File: config.mk
export PLATFORM = sky130hd
export DESIGN_NAME = cvf_ram
export DESIGN_NICKNAME = d
export VERILOG_FILES = /design/src/rtl/cvf_ram.sv
export SDC_FILE = /design/constraint.sdc
export NUM_CORES = 1
export LEC_CHECK = 0
export BUFFER_PORTS_ARGS = -buffer_cell sky130_fd_sc_hd__clkbuf_2
export CORE_MARGIN = 1
export CORE_UTILIZATION = 60
export CTS_BUF_LIST = sky130_fd_sc_hd__clkbuf_4
export CTS_CLUSTER_DIAMETER = 30
export DETAILED_ROUTE_END_ITERATION = 10
export GPL_ROUTABILITY_DRIVEN = 0
export PLACE_DENSITY = 0.85
export SLEW_MARGIN = 20
export SYNTH_ARGS = -nofsm -noshare
export SYNTH_HDL_FRONTEND = slang
export SYNTH_SLANG_ARGS = --single-unit
File: constraint.sdc
create_clock -name clk -period 4.18 [get_ports clk]
set_input_delay 0.209 -clock clk [delete_from_list [all_inputs] [get_ports clk]]
set_output_delay 0.209 -clock clk [all_outputs]
set_load 0.03 [all_outputs]
File: src/rtl/cvf_ram.sv
// generic single write, single read ram with registered read
module cvf_ram #(
  parameter int WIDTH = 32,
  parameter int DEPTH = 16
) (
  input  logic                     clk,
  input  logic                     we,
  input  logic [$clog2(DEPTH)-1:0] waddr,
  input  logic [WIDTH-1:0]         wdata,
  input  logic [$clog2(DEPTH)-1:0] raddr,
  output logic [WIDTH-1:0]         rdata
);

  logic [WIDTH-1:0] mem [DEPTH];

  always_ff @(posedge clk) begin
    if (we) begin
      mem[waddr] <= wdata;
    end
    rdata <= mem[raddr];
  end

endmodule

==> flow_summary.json, run 1 <==
{
  "outcome": "finished, final reports clean",
  "h-tree-depth": 4,
  "via_per_inst": 6.09,
  "synth_top_family_by_area": "multiplexers",
  "pwr-share-seq_pct": 53.8,
  "drt_pass1_iterations": 5,
  "yosysWarningCount": 0,
  "num_vias": 9831,
  "final_common_cell": "edfxtp_1",
  "synthMuxAreaShare_pct": 14.5,
  "finClkSkew_ns": 0.0507,
  "clock.fmax_mhz": 491,
  "met1Wirelength_um": 15200,
  "worstSetupPathType": "in2reg",
  "r2r_cells": 3,
  "fillers": 1904,
  "end_kind": "flop",
  "hold_slack_ns": 0.0926,
  "rsz0062_at_grt": "no",
  "p_clk_share_pct": 40.7,
  "initial_core_util_pct": 61.0,
  "grt_max_degree": 60,
  "drc": 0,
  "grt_pass1_vias": 10300,
  "synth_xor_area_share_pct": 0,
  "grt_pass1_wl_um": 60400,
  "syn_nets": 880,
  "r2r_setup_slack_ns": 2.73,
  "dp_hpwl_um": 21300,
  "p_int_uw": 8920,
  "async_reset_ff_share_pct": 0,
  "p_leak_uw": 0.00772,
  "top_layer_used": "met4",
  "relSlewSlack_pct": 26.1,
  "grt.total_usage_pct": 25.2,
  "ioPinCount": 74,
  "synth.area.top_cells": "edfxtp_1, mux4_2, dfxtp_1",
  "antenna_found_initial": 1,
  "path_clk_slew_ns": 0.06,
  "max_cap_violations": 0,
  "crit_required_ns": 4.64,
  "die_h_um": 184,
  "layout_common_cells": "edfxtp_1, clkbuf_4, mux4_2",
  "synth_area_um2": 19900,
  "min_period_ns": 2.04,
  "synth_fa_ha_area_share_pct": 0,
  "reg2reg_to": "rdata[23]",
  "fin_util_pct": 71.2,
  "dominantRegCellSynth": "edfxtp_1",
  "drtIter0Drc": 945,
  "area_delta_synth_final_pct": 16.7,
  "avgSynthCellArea_um2": 23.7,
  "gr-total-overflow": 0,
  "synth_edf_count": 512,
  "hold_path.class": "in2reg",
  "drive_gt1_share_pct": 39.1,
  "clk_path_buf_depth": 3,
  "clk_latency_ns": 0.80,
  "p_comb_share_pct": 5.4,
  "min_period_over_period_pct": 48.7,
  "peakVddDrop_v": 0.000328,
  "synth_seq_cells": 544,
  "power_switching_uw": 2480,
  "die_width_um": 184,
  "yosysSeqAreaShare_pct": 80.7,
  "ant_nets": 0,
  "synth_top_area_share_pct": 77.4,
  "netlist_instances": 838,
  "post_synth_num_cell_types": 18,
  "hold_viol": 0,
  "powerDensity_nw_per_um2": 492,
  "route.met3.wl_um": 3380,
  "dieArea_um2": 33800,
  "maxSlewViolCount": 0,
  "root_buffer": "clkbuf_4",
  "num_rows": 66,
  "cts_inserted_buffers": 134,
  "yosys.area_share.simple_pct": 1.27,
  "start_kind": "input port",
  "cts_tree": "yes",
  "synth_compound_area_share_pct": 2.42,
  "port_buffers": 73,
  "whs_path_depth": 4,
  "routedWlPerCell_um": 25.3,
  "reg2reg_from": "mem[3][23]",
  "core_um2": 32500,
  "cts.sinks": 544,
  "cts_setup_buffers": 0,
  "p_sw_share_pct": 21.8,
  "nets": 1104,
  "cts-resized-gates": 0,
  "critPathMaxFanout": 20,
  "cts_hold_buffers": 34,
  "arrival_ns": 2.50,
  "route.met2.wl_um": 21200,
  "routed_wl_um": 40900,
  "worstHoldEndpoint": "rdata[4]",
  "yosysTopAreaCell": "edfxtp_1",
  "setup-tns-final_ns": 0,
  "tightest_slew_ns": 1.11,
  "setup_viol": 0,
  "hp-start": "raddr[3]"
}
power by group through the flow:
stage               registers [uW]  clock network [uW]  logic (uW)
CTS                           6140                4710         616
global route                  6140                4990         653
detailed placement            6250                   0         587
finish                        6140                4640         617
global placement              6240                   0         569
floorplan                     6310                   0         293
worst max-delay path, cell delays in order:
cell and delay, ns:
dlygate4sd3_1 0.53, clkbuf_2 0.20, nand2_1 0.27, nor2_4 0.86, buf_4 0.42
metal layers:
layer  track usage [%]  vias to the layer above
met5                 0                        -
met4              11.3                        0
met3              6.28                       84
met2              42.2                      566
met1              31.3                     5040
li1                  -                     4141
layout make-up:
type                    count  area, um^2  share of cell area [%]
diodes                      1        2.50                  0.0108
clock buffers             194        1460                    6.29
clock inverters            51         394                    1.70
multi-input cells         251        3750                    16.2
flip-flops and latches    544       16000                    69.1
well taps                 442         553                    2.39
repair buffers            131         990                    4.27
logic make-up after synthesis:
group | after synthesis
flip-flops | 544
multiplexers | 128
AO/OA/AOI/OAI | 64
AND/OR/NAND/NOR | 59
buffers and inverters | 43
registers in the layout, indices dropped and copies added, names as in the netlist:
name and cells:
rdata 32, mem 512
Yosys cell counts (2+ instances only):
cell,instances
nor2b_1,2
nand2_1,33
edfxtp_1,512
buf_2,4
nand2b_1,2
buf_6,2
nor3_1,4
a22oi_1,64
buf_1,9
nor2_1,13
buf_4,11
nand3b_1,2
clkbuf_1,17
mux4_2,128
dfxtp_1,32
worst max path at each step:
stage,start,end,slack (ns),depth (start not counted)
6_report,waddr[0],mem[11][21],2.14,5
5_1_grt,waddr[0],mem[11][16],2.11,5
4_1_cts,waddr[0],mem[9][28],2.21,5
3_5_place_dp,waddr[2],mem[9][22],1.85,4
3_3_place_gp,raddr[0],rdata[27],1.88,5
2_1_floorplan,waddr[2],mem[0][0],0.79,2
metrics by stage:
| stage | instance area [um^2] | std cells | power (uW) | setup slack, ns |
|---|---|---|---|---|
| 2_1_floorplan | 19900 | 838 | 6610 | 0.791 |
| 3_3_place_gp | 20900 | 1330 | 6810 | 1.88 |
| 3_5_place_dp | 20900 | 1332 | 6840 | 1.85 |
| 4_1_cts | 23100 | 1611 | 11500 | 2.21 |
| 5_1_grt | 23200 | 1614 | 11800 | 2.11 |
| 6_report | 23200 | 1614 | 11400 | 2.14 |
Power figures use the tool's default switching activity.
==> run 2: changes to the inputs <==
==> constraint.sdc (replaced) <==
create_clock -name clk -period 1.9 [get_ports clk]
set_input_delay 0.095 -clock clk [delete_from_list [all_inputs] [get_ports clk]]
set_output_delay 0.095 -clock clk [all_outputs]
set_load 0.03 [all_outputs]
==> run 2 against run 1 <==
Net effect: count of clock-buffer cells in the layout increased by 6; flip-flop and latch count unchanged; global-route usage is 1.5 points higher; die area stayed put; utilization rose by 1.3 points; highest routed layer unchanged.
==> flow_summary.json, run 2 (synthesis results as in run 1) <==
{
  "outcome": "finished, final reports clean",
  "path_clk_slew_ns": 0.07,
  "largest_reg_flops": 512,
  "setup_viol": 0,
  "setup_ws_ns": 0.361,
  "slowest_stage": "dfxtp_1",
  "critical_path.max_stage_delay_ns": 0.44,
  "drc": 0,
  "final_common_cell": "edfxtp_1",
  "power_switching_uw": 5470,
  "dp_hpwl_um": 20300,
  "dpl.cell_count": 1351,
  "core_um2": 32500,
  "finClkSkew_ns": 0.0373,
  "crit_buf_inv": 1,
  "min_period_over_period_pct": 81.0,
  "powerDensity_nw_per_um2": 1060,
  "maxSlewViolCount": 0,
  "pre_cts_ws_ns": 0.170,
  "cts_setup_buffers": 0,
  "hold_viol": 0,
  "relSlewSlack_pct": 30.3,
  "arrival_ns": 1.44,
  "hold_path.class": "in2reg",
  "num_rows": 66,
  "gr-total-overflow": 0,
  "ioPinCount": 74,
  "tightest_slew_ns": 1.05,
  "rsz0062_at_grt": "no",
  "fin_util_pct": 72.5,
  "area_delta_synth_final_pct": 18.8,
  "grt.total_usage_pct": 26.7,
  "path_cells": "clkbuf_2",
  "p_sw_share_pct": 21.9,
  "crit_required_ns": 1.80,
  "port_buffers": 73,
  "start_kind": "flop",
  "pwr-share-seq_pct": 54.1,
  "end_kind": "primary output",
  "initial_core_util_pct": 61.0,
  "grt_pass1_vias": 10600,
  "p_comb_share_pct": 5.8,
  "cts_hold_buffers": 39,
  "drt_pass1_iterations": 5,
  "worstSetupPathType": "reg2out",
  "root_buffer": "clkbuf_4",
  "hold_slack_ns": 0.0542,
  "dieArea_um2": 33800,
  "routed_wl_um": 42800,
  "routedWlPerCell_um": 26.2,
  "cts.sinks": 544,
  "p_int_uw": 19500,
  "peakVddDrop_v": 0.000513,
  "critPathMaxFanout": 1,
  "max_cap_violations": 0,
  "antenna_found_initial": 2,
  "reg_top3": "mem x512, rdata x32",
  "clk_path_buf_depth": 3,
  "post_dp_cell_area_um2": 21400,
  "fin_cells": 1633,
  "p_clk_share_pct": 40.1,
  "drive_gt1_share_pct": 40.3,
  "cts_inserted_buffers": 135,
  "drtIter0Drc": 1072,
  "nets": 1127,
  "p_leak_uw": 0.00790,
  "die_h_um": 184,
  "ant_nets": 0,
  "min_period_ns": 1.54,
  "layout_common_cells": "edfxtp_1, clkbuf_4, mux4_2",
  "cts_tree": "yes",
  "cts-resized-gates": 0,
  "h-tree-depth": 4,
  "clock.fmax_mhz": 650,
  "die_width_um": 184,
  "grt_pass1_wl_um": 63000,
  "via_per_inst": 6.07,
  "regMostFlops": "mem",
  "cp_top_family": "flip-flops",
  "clk_latency_ns": 0.78,
  "r2r_setup_slack_ns": 0.44,
  "fin_area_um2": 23600,
  "grt_max_degree": 42,
  "num_vias": 9917
}
-- run 2: changes by cell type in the layout (fill, tap and decap cells not counted), sizes merged --
cell and delta:
buf +18, clkbuf +6, clkinv -5, dlygate4sd3 +4
bufinv -2, clkinvlp -2
-- run 2: power by group through the flow --
stage	clock, uW	sequential, uW	combinational, uW
2_1_floorplan	0	13900	650
3_3_place_gp	0	13700	1340
6_report	10000	13500	1460
3_5_place_dp	0	13800	1380
5_1_grt	10900	13500	1540
4_1_cts	10200	13500	1470
-- run 2: final timing paths --
check             depth (start not counted)    endpoint   startpoint
hold reg to reg                           3   rdata[17]  mem[13][17]
hold / removal                            3  mem[8][22]     waddr[0]
setup reg to reg                          3   rdata[29]  mem[11][29]
setup / recovery                          1   rdata[18]    rdata[18]
-- run 2: layout make-up --
class,count,area (um^2)
clock inverters,42,299
diodes,1,2.50
repair buffers,153,1440
multi-input cells,251,3770
clock buffers,200,1500
flip-flops and latches,544,16000
fillers,1850,8950
well taps,442,553
-- run 2: layer usage --
metal  routed length, um  GRT usage [%]
met4                 767           9.53
met3                4060           7.35
met2               21800           43.0
met5                   0              0
met1               16200           35.3
-- run 2: per-stage QoR --
stage               power, uW  TNS (ns)
finish                  25000         0
global route            25900         0
CTS                     25200         0
detailed placement      15100         0
global placement        15100         0
floorplan               14500    -61.02
-- run 2: worst register-to-register path, delay by kind of cell, from the launching register on --
family / cells / cell delay (ns)
mux: 1 / 0.53
flops: 1 / 0.42
compound gates: 1 / 0.23
simple gates: 1 / 0.14
