===== config.mk =====
export PLATFORM = sky130hd
export DESIGN_NAME = cvf_regs
export DESIGN_NICKNAME = d
export VERILOG_FILES = /design/src/rtl/cvf_pkg.sv /design/src/rtl/cvf_regs.sv
export SDC_FILE = /design/constraint.sdc
export NUM_CORES = 1
export LEC_CHECK = 0
export BUFFER_PORTS_ARGS = -buffer_cell sky130_fd_sc_hd__buf_4
export CELL_PAD_IN_SITES_DETAIL_PLACEMENT = 1
export CELL_PAD_IN_SITES_GLOBAL_PLACEMENT = 2
export CORE_UTILIZATION = 30
export DETAILED_ROUTE_END_ITERATION = 8
export GPL_ROUTABILITY_DRIVEN = 0
export MAX_ROUTING_LAYER = met4
export PLACE_DENSITY = 0.77
export SKIP_CTS_REPAIR_TIMING = 1
export SYNTH_ARGS = -nofsm -noshare
export SYNTH_HDL_FRONTEND = slang
export SYNTH_SLANG_ARGS = --single-unit

===== constraint.sdc =====
create_clock -name clk -period 1.7 [get_ports clk]
set_input_delay 0.34 -clock clk [delete_from_list [all_inputs] [get_ports clk]]
set_output_delay 0.34 -clock clk [all_outputs]
set_load 0.03 [all_outputs]

===== src/rtl/cvf_pkg.sv =====
// shared types, codes and arithmetic helpers of the channel vocoder
package cvf_pkg;

  localparam int DEF_MAX_BANDS = 16;

  // configuration register indexes
  localparam logic [2:0] REG_SWAP      = 3'd0;
  localparam logic [2:0] REG_BANDS     = 3'd1;
  localparam logic [2:0] REG_OUT_GAIN  = 3'd2;
  localparam logic [2:0] REG_THRU_GAIN = 3'd3;
  localparam logic [2:0] REG_HIGH_GAIN = 3'd4;
  localparam logic [2:0] REG_FEEDBACK  = 3'd5;

  // reset values
  localparam logic [4:0]         RST_BANDS     = 5'd8;
  localparam logic [31:0]        RST_OUT_GAIN  = 32'd9391;
  localparam logic [31:0]        RST_THRU_GAIN = 32'd8488673;
  localparam logic [31:0]        RST_HIGH_GAIN = 32'd8488673;
  localparam logic signed [31:0] RST_FEEDBACK  = -32'sd513635000;

  // coefficient select codes
  localparam logic [1:0] SEL_RES    = 2'd0;
  localparam logic [1:0] SEL_STAGE2 = 2'd1;
  localparam logic [1:0] SEL_RATE   = 2'd2;

  // rounding shift codes of the multiplier
  localparam logic [1:0] SH_22 = 2'd0;
  localparam logic [1:0] SH_23 = 2'd1;
  localparam logic [1:0] SH_29 = 2'd2;

  localparam int MRES_W = 48;
  localparam int SUM_W  = 52;

  localparam logic signed [31:0] LIMIT_TEN = 32'sd83886080;

  typedef struct packed {
    logic               swap;
    logic [4:0]         band_count;
    logic [31:0]        out_gain;
    logic [31:0]        thru_gain;
    logic [31:0]        high_gain;
    logic signed [31:0] fb;
  } cfg_t;

  function automatic logic signed [SUM_W-1:0] sx32(input logic signed [31:0] v);
    return {{(SUM_W-32){v[31]}}, v};
  endfunction

  function automatic logic signed [SUM_W-1:0] sx48(input logic signed [MRES_W-1:0] v);
    return {{(SUM_W-MRES_W){v[MRES_W-1]}}, v};
  endfunction

  function automatic logic signed [31:0] sat32(input logic signed [SUM_W-1:0] v);
    logic signed [SUM_W-1:0] hi;
    logic signed [SUM_W-1:0] lo;
    hi = sx32(32'sh7fffffff);
    lo = sx32(32'sh80000000);
    if (v > hi) return 32'sh7fffffff;
    else if (v < lo) return 32'sh80000000;
    else return v[31:0];
  endfunction

  function automatic logic signed [31:0] abs_sat(input logic signed [31:0] v);
    return sat32(v[31] ? -sx32(v) : sx32(v));
  endfunction

endpackage


===== src/rtl/cvf_regs.sv =====
// configuration registers behind the apb port
module cvf_regs import cvf_pkg::*; (
  input  logic        clk,
  input  logic        rst,
  input  logic        psel,
  input  logic        penable,
  input  logic        pwrite,
  input  logic [4:0]  paddr,
  input  logic [31:0] pwdata,
  output logic [31:0] prdata,
  output logic        pready,
  output cfg_t        cfg
);

  logic [2:0] idx;
  logic       wr;

  assign pready = 1'b1;
  assign idx    = paddr[4:2];
  assign wr     = psel & penable & pwrite & pready;

  always_ff @(posedge clk) begin
    if (rst) begin
      cfg.swap       <= 1'b0;
      cfg.band_count <= RST_BANDS;
      cfg.out_gain   <= RST_OUT_GAIN;
      cfg.thru_gain  <= RST_THRU_GAIN;
      cfg.high_gain  <= RST_HIGH_GAIN;
      cfg.fb         <= RST_FEEDBACK;
    end else if (wr) begin
      case (idx)
        REG_SWAP:      cfg.swap       <= pwdata[0];
        REG_BANDS:     cfg.band_count <= pwdata[4:0];
        REG_OUT_GAIN:  cfg.out_gain   <= pwdata;
        REG_THRU_GAIN: cfg.thru_gain  <= pwdata;
        REG_HIGH_GAIN: cfg.high_gain  <= pwdata;
        REG_FEEDBACK:  cfg.fb         <= pwdata;
        default: ;
      endcase
    end
  end

  always_comb begin
    case (idx)
      REG_SWAP:      prdata = {31'd0, cfg.swap};
      REG_BANDS:     prdata = {27'd0, cfg.band_count};
      REG_OUT_GAIN:  prdata = cfg.out_gain;
      REG_THRU_GAIN: prdata = cfg.thru_gain;
      REG_HIGH_GAIN: prdata = cfg.high_gain;
      REG_FEEDBACK:  prdata = cfg.fb;
      default:       prdata = 32'd0;
    endcase
  end

endmodule


==> flow_summary_export.csv, run 1 <==
group,metric,value,unit
timing,fmax,539,MHz
setup_path,crit_family,"flip-flops",
synth,yosys_warnings,0,
drt,drtIter0Drc,215,
global_routing,grt_max_degree,71,
final_layout,nFillCells,2323,
clock_tree,cts_tree,"yes",
clock_tree,root_buffer,"clkbuf_16",
drt,drc,0,
final_layout,largest_reg_flops,134,
power,p_total,7620,uW
final_layout,final_cells,1167,
status,violations,"negative setup slack",
final_layout,drive_above_1_share,0.363,
drt,first_pass_iters,4,
setup_path,critPathKind,"flop to output port",
floorplan,fp.dieW,147,microns
global_routing,grt_antenna_before_repair,0,
floorplan,rows,52,
power,power_density,825,nW/um^2
setup_path,path_buf_inv,1,
drt,ant_nets,0,
setup_path,cp.arrival,1.51,ns
global_routing,grt_use_met2,0.349,
flow_run,maxCapViolations,0,
timing,skew,0,ns
timing,period_share,1.09,
drt,viasPerCell,4.98,
final_layout,area_growth,45.6,%
global_routing,met1_usage,0.247,
timing,post-route-min-period,1.85,ns
status,outcome,"finished with violations",
clock_tree,clock_sinks,134,
place,port_buffers,205,
setup_path,critical_path_required,1.36,ns
synth,synth_cell_types,28,
timing,finalSetupViolCount,5,
worst_hold_path,hold_path_class,"input pin to flop",
setup_path,max_stage_delay,0.33,ns
global_routing,grt_usage,0.209,
global_routing,grt_pass1_wl,34000,microns
final_layout,top_register,"cfg",
floorplan,coreArea,20500,sq um
floorplan,ioPinCount,209,
clock_tree,cts_buffers,17,
final_layout,top_regs,"cfg x134",
floorplan,dieArea,21700,sq um
final_layout,final_nets,926,
drt,wl_per_cell,19.7,microns
setup_path,crit_chain,"mux2_4, a221oi_4, nor2_2, buf_6",
place,placedCellCount,1130,
power,p_leak,0.00415,uW
final_layout,n_antenna_cell,0,
synth,synthCells,677,
global_routing,top_usage_layer,"met2",
place,dp.final_hpwl,15400,microns
power,peakVddDrop,609,uV
synth,syn_area_per_cell,9.37,sq um
timing,slew_viol_final,0,
timing,grt_setup_unrepaired,"true",
floorplan,die_h,147,microns
floorplan,initial_core_util,0.310,
setup_path,cpMaxStageDelayCell,"dfxtp_2",
global_routing,overflow,0,
global_routing,grt.met3_usage,0.0549,
drt,finalWirelength,23000,microns
setup_path,cp_max_fo,3,
clock_tree,clkTransAtPathRegs,0.07,ns
global_routing,grt_pass1_vias,6097,
synth,synth.net_count,719,
clock_tree,insertion_delay,0.42,ns
timing,hold_viol,0,
clock_tree,htree_levels,4,
setup_path,end_kind,"output port",
drt,via_count,5813,
timing,setup_ws,-0.154,ns
clock_tree,cts_buffer_depth,2,
synth,synth_area,6350,sq um
setup_path,start_kind,"flop",
synth,ys_seq_elements,134,
synth,yosysSeqAreaShare,0.423,
==> layout by cell type, fill, tap and decap left out, types with 3 or more instances in the layout <==
| cell | n |
|---|---|
| nor2_1 | 66 |
| clkbuf_16 | 20 |
| dfxtp_2 | 11 |
| o21ai_1 | 18 |
| nand3_1 | 19 |
| inv_6 | 6 |
| nand2b_1 | 82 |
| nor2b_1 | 24 |
| clkinv_4 | 3 |
| dfxtp_1 | 123 |
| o21ai_0 | 47 |
| clkinvlp_4 | 4 |
| buf_6 | 8 |
| mux2i_1 | 150 |
| a221oi_2 | 3 |
| o22ai_2 | 14 |
| buf_4 | 222 |
| a21oi_1 | 19 |
| o21a_1 | 4 |
| o22ai_1 | 14 |
| buf_12 | 13 |
==> worst register-to-register path, cell delays in order (launching register included) <==
cell	delay (ns)
dfxtp_1	0.39
nor2b_1	0.15
o21ai_0	0.09
o21ai_1	0.08
==> stage by stage <==
step | hold slack (ns) | setup TNS [ns] | util | worst slack (ns) | cell area (sq um)
2_1_floorplan | 0.488 | -0.106 | - | -0.00668 | 6390
3_3_place_gp | 0.476 | -0.196 | 0.411 | -0.0942 | 8430
3_5_place_dp | 0.489 | -0.662 | 0.411 | -0.152 | 8430
4_1_cts | 0.171 | -1.33 | 0.439 | -0.304 | 9000
5_1_grt | 0.181 | -0.940 | 0.451 | -0.207 | 9240
6_report | 0.190 | -0.643 | 0.451 | -0.154 | 9240
==> layer usage <==
layer / vias up / wire length [microns]
met5: - / 0
met4: 0 / 242
met3: 19 / 1310
met2: 151 / 11400
met1: 2880 / 10000
li1: 2763 / -
==> cell families (layout without fill, tap and decap cells) <==
group	count (synthesis)	after routing	synth area share
and+or+nand+nor	206	206	0.174
AOI/OAI and AO/OA	120	120	0.104
DFF	134	134	0.423
buffers and inverters	60	280	0.0493
other	1	1	0.000591
muxes	156	156	0.249
==> worst paths after layout <==
kind	startpoint	end	slack (ns)	cells past startpoint
setup / recovery	cfg[130]$_SDFFE_PP0P_	prdata[2]	-0.15	4
hold / removal	pwdata[7]	cfg[7]$_SDFFE_PP0P_	0.19	3
setup reg to reg	cfg[76]$_SDFFE_PP0P_	cfg[76]$_SDFFE_PP0P_	0.93	3
hold reg to reg	cfg[35]$_SDFFE_PP0P_	cfg[35]$_SDFFE_PP0P_	0.50	2
==> power breakdown <==
| group | switching (uW) | total [uW] | internal [uW] | leakage (uW) |
|---|---|---|---|---|
| clock network | 1530 | 3570 | 2040 | 0.000268 |
| logic | 498 | 866 | 368 | 0.00280 |
| registers | 21.8 | 3190 | 3160 | 0.00108 |
==> cell usage after synthesis <==
| master | n | area (sq um) |
|---|---|---|
| mux2i_1 | 151 | 1510 |
| dfxtp_1 | 134 | 2680 |
| nand2b_1 | 85 | 532 |
| nor2_1 | 67 | 251 |
| o21ai_0 | 47 | 235 |
| o22ai_1 | 28 | 175 |
| clkbuf_1 | 26 | 97.6 |
| nor2b_1 | 26 | 163 |
| a21oi_1 | 19 | 95.1 |
| buf_2 | 19 | 95.1 |
| nand3_1 | 19 | 95.1 |
| o21ai_1 | 18 | 90.1 |
| buf_4 | 9 | 67.6 |
| a221oi_1 | 4 | 35.0 |
| buf_6 | 4 | 45.0 |
| mux2_2 | 4 | 45.0 |
| o21a_1 | 4 | 30.0 |
| nand2_1 | 3 | 11.3 |
| and4_1 | 1 | 8.76 |
| and4b_1 | 1 | 10.0 |
| buf_1 | 1 | 3.75 |
| conb_1 | 1 | 3.75 |
| inv_1 | 1 | 3.75 |
| mux4_2 | 1 | 22.5 |
| nand2_2 | 1 | 6.26 |
| nand4_2 | 1 | 12.5 |
| nor2_2 | 1 | 6.26 |
| nor2_4 | 1 | 11.3 |
==> area by class of cell <==
type                       count  area (sq um)  area share
clock buffer                  17           425      0.0460
clock inverter                15           144      0.0156
inverter                       1          3.75    0.000406
multi-input combinational    483          3510       0.380
sequential                   134          2700       0.292
tap                          270           338      0.0366
timing repair buffer         247          2120       0.229
No activity file was read; power rests on OpenSTA's default activity.
==> inputs of run 2 (changes only) <==
--- a/config.mk
+++ b/config.mk
@@ -12,7 +12,7 @@
 export DETAILED_ROUTE_END_ITERATION = 8
 export GPL_ROUTABILITY_DRIVEN = 0
 export MAX_ROUTING_LAYER = met4
-export PLACE_DENSITY = 0.77
+export PLACE_DENSITY = 0.81
 export SKIP_CTS_REPAIR_TIMING = 1
 export SYNTH_ARGS = -nofsm -noshare
 export SYNTH_HDL_FRONTEND = slang
==> run 2 against run 1 <==
  * The run still ends with negative setup slack left
  * Fmax grew 1.5%
  * Clock-buffer cell count rose by 1
  * Cell count is 0.51% higher
  * Via count fell by 0.86%
  * First-iteration DRC count down 13%
  * Sequential share of layout area about the same
  * Flip-flop and latch count is the same
==> flow_summary_export.csv, run 2 (synthesis results as in run 1) <==
group,metric,value,unit
setup_path,end_kind,"output port",
place,dp.final_hpwl,15000,microns
final_layout,area_growth,45.6,%
final_layout,largest_reg_flops,134,
clock_tree,cts_buffer_depth,2,
timing,grt_setup_unrepaired,"true",
power,swShare,0.250,
global_routing,grt_pass1_vias,5906,
drt,finalWirelength,21500,microns
worst_hold_path,min_to,"cfg[27]$_SDFFE_PP0P_",
power,peakVddDrop,571,uV
worst_hold_path,worstHoldStart,"pwdata[27]",
place,dpl_cell_area,8500,sq um
timing,finalSetupViolCount,5,
timing,period_share,1.07,
final_layout,final_cell_mix,"232 x buf_4, 150 x mux2i_1, 124 x dfxtp_1, 82 x nand2b_1, 66 x nor2_1",
place,post-place-ws,-0.0678,ns
floorplan,initial_core_util,0.310,
final_layout,top_register,"cfg",
final_layout,utilization,0.451,
timing,setup_tns,-0.519,ns
status,violations,"negative setup slack",
timing,slew_viol_final,0,
final_layout,drive_above_1_share,0.359,
power,p_seq_frac,0.406,
clock_tree,cts_tree,"yes",
timing,setup_ws,-0.127,ns
setup_path,critical_path_required,1.36,ns
clock_tree,cts_buffers,17,
timing,skew,0,ns
drt,first_pass_iters,4,
setup_path,cp.arrival,1.49,ns
status,outcome,"finished with violations",
power,power_frac_comb,0.108,
timing,fmax,547,MHz
final_layout,top_regs,"cfg x134",
setup_path,critPathKind,"flop to output port",
power,p_leak,0.00419,uW
global_routing,grt_usage,0.203,
clock_tree,clkTransAtPathRegs,0.06,ns
final_layout,final_common_cell,"buf_4",
global_routing,overflow,0,
drt,wl_per_cell,18.3,microns
final_layout,n_antenna_cell,0,
global_routing,grt_max_degree,59,
power,power_density,850,nW/um^2
clock_tree,insertion_delay,0.42,ns
setup_path,start_kind,"flop",
setup_path,r2r_setup_slack,0.94,ns
floorplan,die_h,147,microns
drt,drc,0,
setup_path,reg2reg_from,"cfg[89]$_SDFFE_PP0P_",
drt,viasPerCell,4.91,
floorplan,ioPinCount,209,
worst_hold_path,min_path_cells,3,
power,internal_power,5890,uW
global_routing,grt_antenna_before_repair,0,
global_routing,grt_pass1_wl,33400,microns
drt,ant_nets,0,
worst_hold_path,hold_path_class,"input pin to flop",
setup_path,r2r_end,"cfg[89]$_SDFFE_PP0P_",
flow_run,maxCapViolations,0,
place,port_buffers,205,
floorplan,rows,52,
drt,drtIter0Drc,188,
final_layout,final_area,9240,sq um
floorplan,dieArea,21700,sq um
floorplan,fp.dieW,147,microns
timing,post-route-min-period,1.83,ns
timing,hold_viol,0,
power,p_switching,1970,uW
clock_tree,htree_levels,4,
setup_path,r2r_cells,3,
drt,via_count,5763,
clock_tree,clock_sinks,134,
setup_path,cp_max_fo,3,
final_layout,final_nets,932,
clock_tree,root_buffer,"clkbuf_16",
power,pwr-share-clk,0.487,
floorplan,coreArea,20500,sq um
[run 2: worst max path at each step]
stage	startpoint	to	cells after the start
detailed placement	paddr[3]	prdata[1]	5
floorplan	paddr[2]	prdata[30]	4
global placement	paddr[3]	prdata[2]	5
global route	cfg[64]$_SDFFE_PP1P_	prdata[0]	4
CTS	cfg[129]$_SDFFE_PP0P_	prdata[1]	4
finish	cfg[65]$_SDFFE_PP0P_	prdata[1]	4
[run 2: power groups by stage]
stage          clock network (uW)  registers [uW]  logic, uW
6_report                     3820            3190        844
2_1_floorplan                   0            3290        426
3_5_place_dp                    0            3250        827
4_1_cts                      3910            3180        830
3_3_place_gp                    0            3250        822
5_1_grt                      4070            3190        898
[run 2: layout make-up]
type,count,area (sq um)
fillers,2365,11300
multi-input cells,483,3450
flip-flops and latches,134,2700
repair buffers,253,2140
clock buffers,18,439
well taps,270,338
clock inverters,14,171
inverters,1,3.75
[run 2: metal layers]
layer / vias up / share of wire / GRT usage
li1: 2771 / - / -
met1: 2838 / 0.46 / 0.252
met2: 134 / 0.49 / 0.336
met3: 20 / 0.042 / 0.0358
met4: 0 / 0.011 / 0.0577
met5: - / 0 / -
[run 2: per-stage QoR]
stage          hold WS (ns)  std cells  total power [uW]
2_1_floorplan         0.488        677              3720
3_3_place_gp          0.477       1135              4080
3_5_place_dp          0.487       1135              4080
4_1_cts               0.175       1167              7920
5_1_grt               0.190       1173              8150
6_report              0.191       1173              7850
[run 2: critical path, stage by stage, from the launching register on]
cell      delay (ns)
dfxtp_2         0.32
mux2_2          0.28
a221oi_2        0.25
nor2_1          0.06
buf_4           0.17
==> inputs of run 3 (changes only) <==
--- a/config.mk
+++ b/config.mk
@@ -8,12 +8,12 @@
 export BUFFER_PORTS_ARGS = -buffer_cell sky130_fd_sc_hd__buf_4
 export CELL_PAD_IN_SITES_DETAIL_PLACEMENT = 1
 export CELL_PAD_IN_SITES_GLOBAL_PLACEMENT = 2
-export CORE_UTILIZATION = 30
+export CORE_UTILIZATION = 31
+export CTS_BUF_LIST = sky130_fd_sc_hd__clkbuf_4
 export DETAILED_ROUTE_END_ITERATION = 8
 export GPL_ROUTABILITY_DRIVEN = 0
 export MAX_ROUTING_LAYER = met4
-export PLACE_DENSITY = 0.81
-export SKIP_CTS_REPAIR_TIMING = 1
+export PLACE_DENSITY = 0.84
 export SYNTH_ARGS = -nofsm -noshare
 export SYNTH_HDL_FRONTEND = slang
 export SYNTH_SLANG_ARGS = --single-unit
==> run 3 against run 2 <==
  * The run still ends with negative setup slack left
  * First-iteration DRC count is 33% higher
  * Global-route usage is 1.1 points higher
  * Setup slack worse by 0.18 ns
  * Via count is 4.8% higher
  * Combinational power is 2% higher
  * Non-clock buffer count is 68 higher
  * Sequential power hardly changed
  * Cell count is 5.5% higher
==> flow_summary_export.csv, run 3 (synthesis results as in run 1) <==
group,metric,value,unit
setup_path,critical_path_required,1.36,ns
clock_tree,root_buffer,"clkbuf_4",
power,p_switching,1740,uW
timing,post-route-min-period,2.01,ns
setup_path,cp.arrival,1.67,ns
floorplan,initial_core_util,0.321,
final_layout,final_cell_mix,"290 x buf_4, 145 x mux2i_1, 117 x dfxtp_2, 82 x nand2b_1, 66 x nor2_1",
final_layout,final_nets,1000,
timing,hold_viol,0,
setup_path,end_kind,"output port",
setup_path,startpoint,"cfg[132]$_SDFFE_PP0P_",
flow_run,maxCapViolations,0,
place,dp.final_hpwl,14300,microns
final_layout,largest_reg_flops,134,
clock_tree,cts_buffers,17,
timing,slew_viol_final,0,
drt,finalWirelength,22200,microns
timing,period_share,1.18,
power,power_frac_comb,0.137,
global_routing,grt_pass1_vias,6223,
final_layout,nFillCells,2300,
floorplan,fp.dieW,145,microns
final_layout,top_register,"cfg",
place,placedCellCount,1123,
place,port_buffers,205,
setup_path,start_kind,"flop",
drt,drc,0,
drt,wl_per_cell,17.9,microns
final_layout,final_common_cell,"buf_4",
global_routing,grt_use_met2,0.345,
final_layout,area_growth,50.8,%
timing,skew,0,ns
status,outcome,"finished with violations",
power,p_seq_frac,0.507,
global_routing,grt.met3_usage,0.0513,
drt,ant_nets,0,
floorplan,die_h,145,microns
floorplan,dieArea,21000,sq um
worst_hold_path,worstHoldStart,"pwdata[13]",
global_routing,top_usage_layer,"met2",
clock_tree,insertion_delay,0.55,ns
worst_hold_path,min_path_cells,3,
final_layout,top_regs,"cfg x134",
setup_path,cp_max_fo,2,
clock_tree,cts_tree,"yes",
global_routing,grt_antenna_before_repair,1,
worst_hold_path,min_to,"cfg[13]$_SDFFE_PP0P_",
floorplan,coreArea,19800,sq um
power,pwr-share-clk,0.355,
global_routing,grt_max_degree,74,
final_layout,drive_above_1_share,0.513,
status,violations,"negative setup slack",
setup_path,r2r_end,"cfg[92]$_SDFFE_PP0P_",
clock_tree,clkTransAtPathRegs,0.12,ns
floorplan,rows,51,
clock_tree,cts_buffer_depth,2,
timing,finalSetupViolCount,6,
drt,first_pass_iters,4,
timing,grt_setup_unrepaired,"true",
global_routing,met1_usage,0.266,
place,dpl_cell_area,8370,sq um
power,swShare,0.277,
setup_path,r2r_setup_slack,0.72,ns
setup_path,reg2reg_from,"cfg[92]$_SDFFE_PP0P_",
drt,via_count,6039,
final_layout,final_area,9570,sq um
worst_hold_path,hold_path_class,"input pin to flop",
power,p_leak,0.00438,uW
power,power_density,655,nW/um^2
global_routing,grt_usage,0.213,
timing,setup_ws,-0.310,ns
power,internal_power,4530,uW
global_routing,grt_pass1_wl,34400,microns
drt,drtIter0Drc,250,
setup_path,critPathKind,"flop to output port",
power,peakVddDrop,329,uV
drt,viasPerCell,4.88,
global_routing,overflow,0,
clock_tree,clock_sinks,134,
setup_path,r2r_cells,5,
floorplan,ioPinCount,209,
final_layout,final_cells,1238,
clock_tree,htree_levels,4,
timing,fmax,498,MHz
run 3: cell types whose count changed in the layout (fill, tap and decap cells not counted), sizes merged:
| cell | change |
|---|---|
| buf | +64 |
| clkinv | +5 |
| diode | +2 |
| clkbuf | -2 |
| inv | -4 |
| dlygate4sd3 | +5 |
run 3: worst max-delay path by stage:
| stage | to | slack, ns | depth (start not counted) |
|---|---|---|---|
| after detailed placement | prdata[23] | -0.07 | 6 |
| after floorplan | prdata[30] | -0.007 | 4 |
| after CTS | prdata[4] | -0.31 | 4 |
| after global routing | prdata[4] | -0.41 | 4 |
| final | prdata[4] | -0.31 | 4 |
| after global placement | prdata[23] | -0.06 | 6 |
run 3: power by group through the flow:
| stage | Clock, uW | Combinational [uW] | Sequential [uW] |
|---|---|---|---|
| 2_1_floorplan | 0 | 426 | 3290 |
| 3_3_place_gp | 0 | 793 | 3250 |
| 3_5_place_dp | 0 | 797 | 3250 |
| 4_1_cts | 2290 | 841 | 3180 |
| 5_1_grt | 2430 | 913 | 3190 |
| 6_report | 2230 | 860 | 3180 |
run 3: routing by layer:
metal,part of all wire,vias to the layer above,wire length (microns)
met5,0,-,0
met2,0.48,157,10600
li1,-,2911,-
met1,0.46,2946,10200
met4,0.014,0,318
met3,0.044,25,967
run 3: worst max-delay path, stage by stage, from the launching register on:
cell	delay [ns]
dfxtp_2	0.34
mux2_4	0.27
a221oi_2	0.25
nor2_1	0.08
buf_4	0.17
run 3: per-stage QoR:
step / TNS (ns) / hold WS, ns / setup WS, ns / utilization / power (uW)
6_report: -1.34 / 0.0517 / -0.310 / 0.484 / 6270
4_1_cts: -1.76 / 0.000683 / -0.310 / 0.472 / 6310
2_1_floorplan: -0.106 / 0.488 / -0.00668 / - / 3720
3_3_place_gp: -0.916 / 0.476 / -0.0593 / 0.423 / 4050
3_5_place_dp: -1.66 / 0.485 / -0.0656 / 0.423 / 4050
5_1_grt: -3.52 / 0.00263 / -0.407 / 0.484 / 6530
run 3: timing repair:
action,4_1_cts,5_1_grt
endpoints found under the setup margin,32,32
setup buffers,60,16
hold buffers,2,3
resized for setup,129,20
pin swaps,10,11
endpoints found under the hold margin,2,3
run 3: cell type report:
cell class	count	area, sq um	share of cell area
clock inverter	15	163	0.0170
inverter	1	3.75	0.000392
timing repair buffer	321	2620	0.273
multi-input combinational	483	3490	0.365
tap	265	332	0.0346
sequential	134	2830	0.296
antenna	2	5.00	0.000523
clock buffer	17	128	0.0133
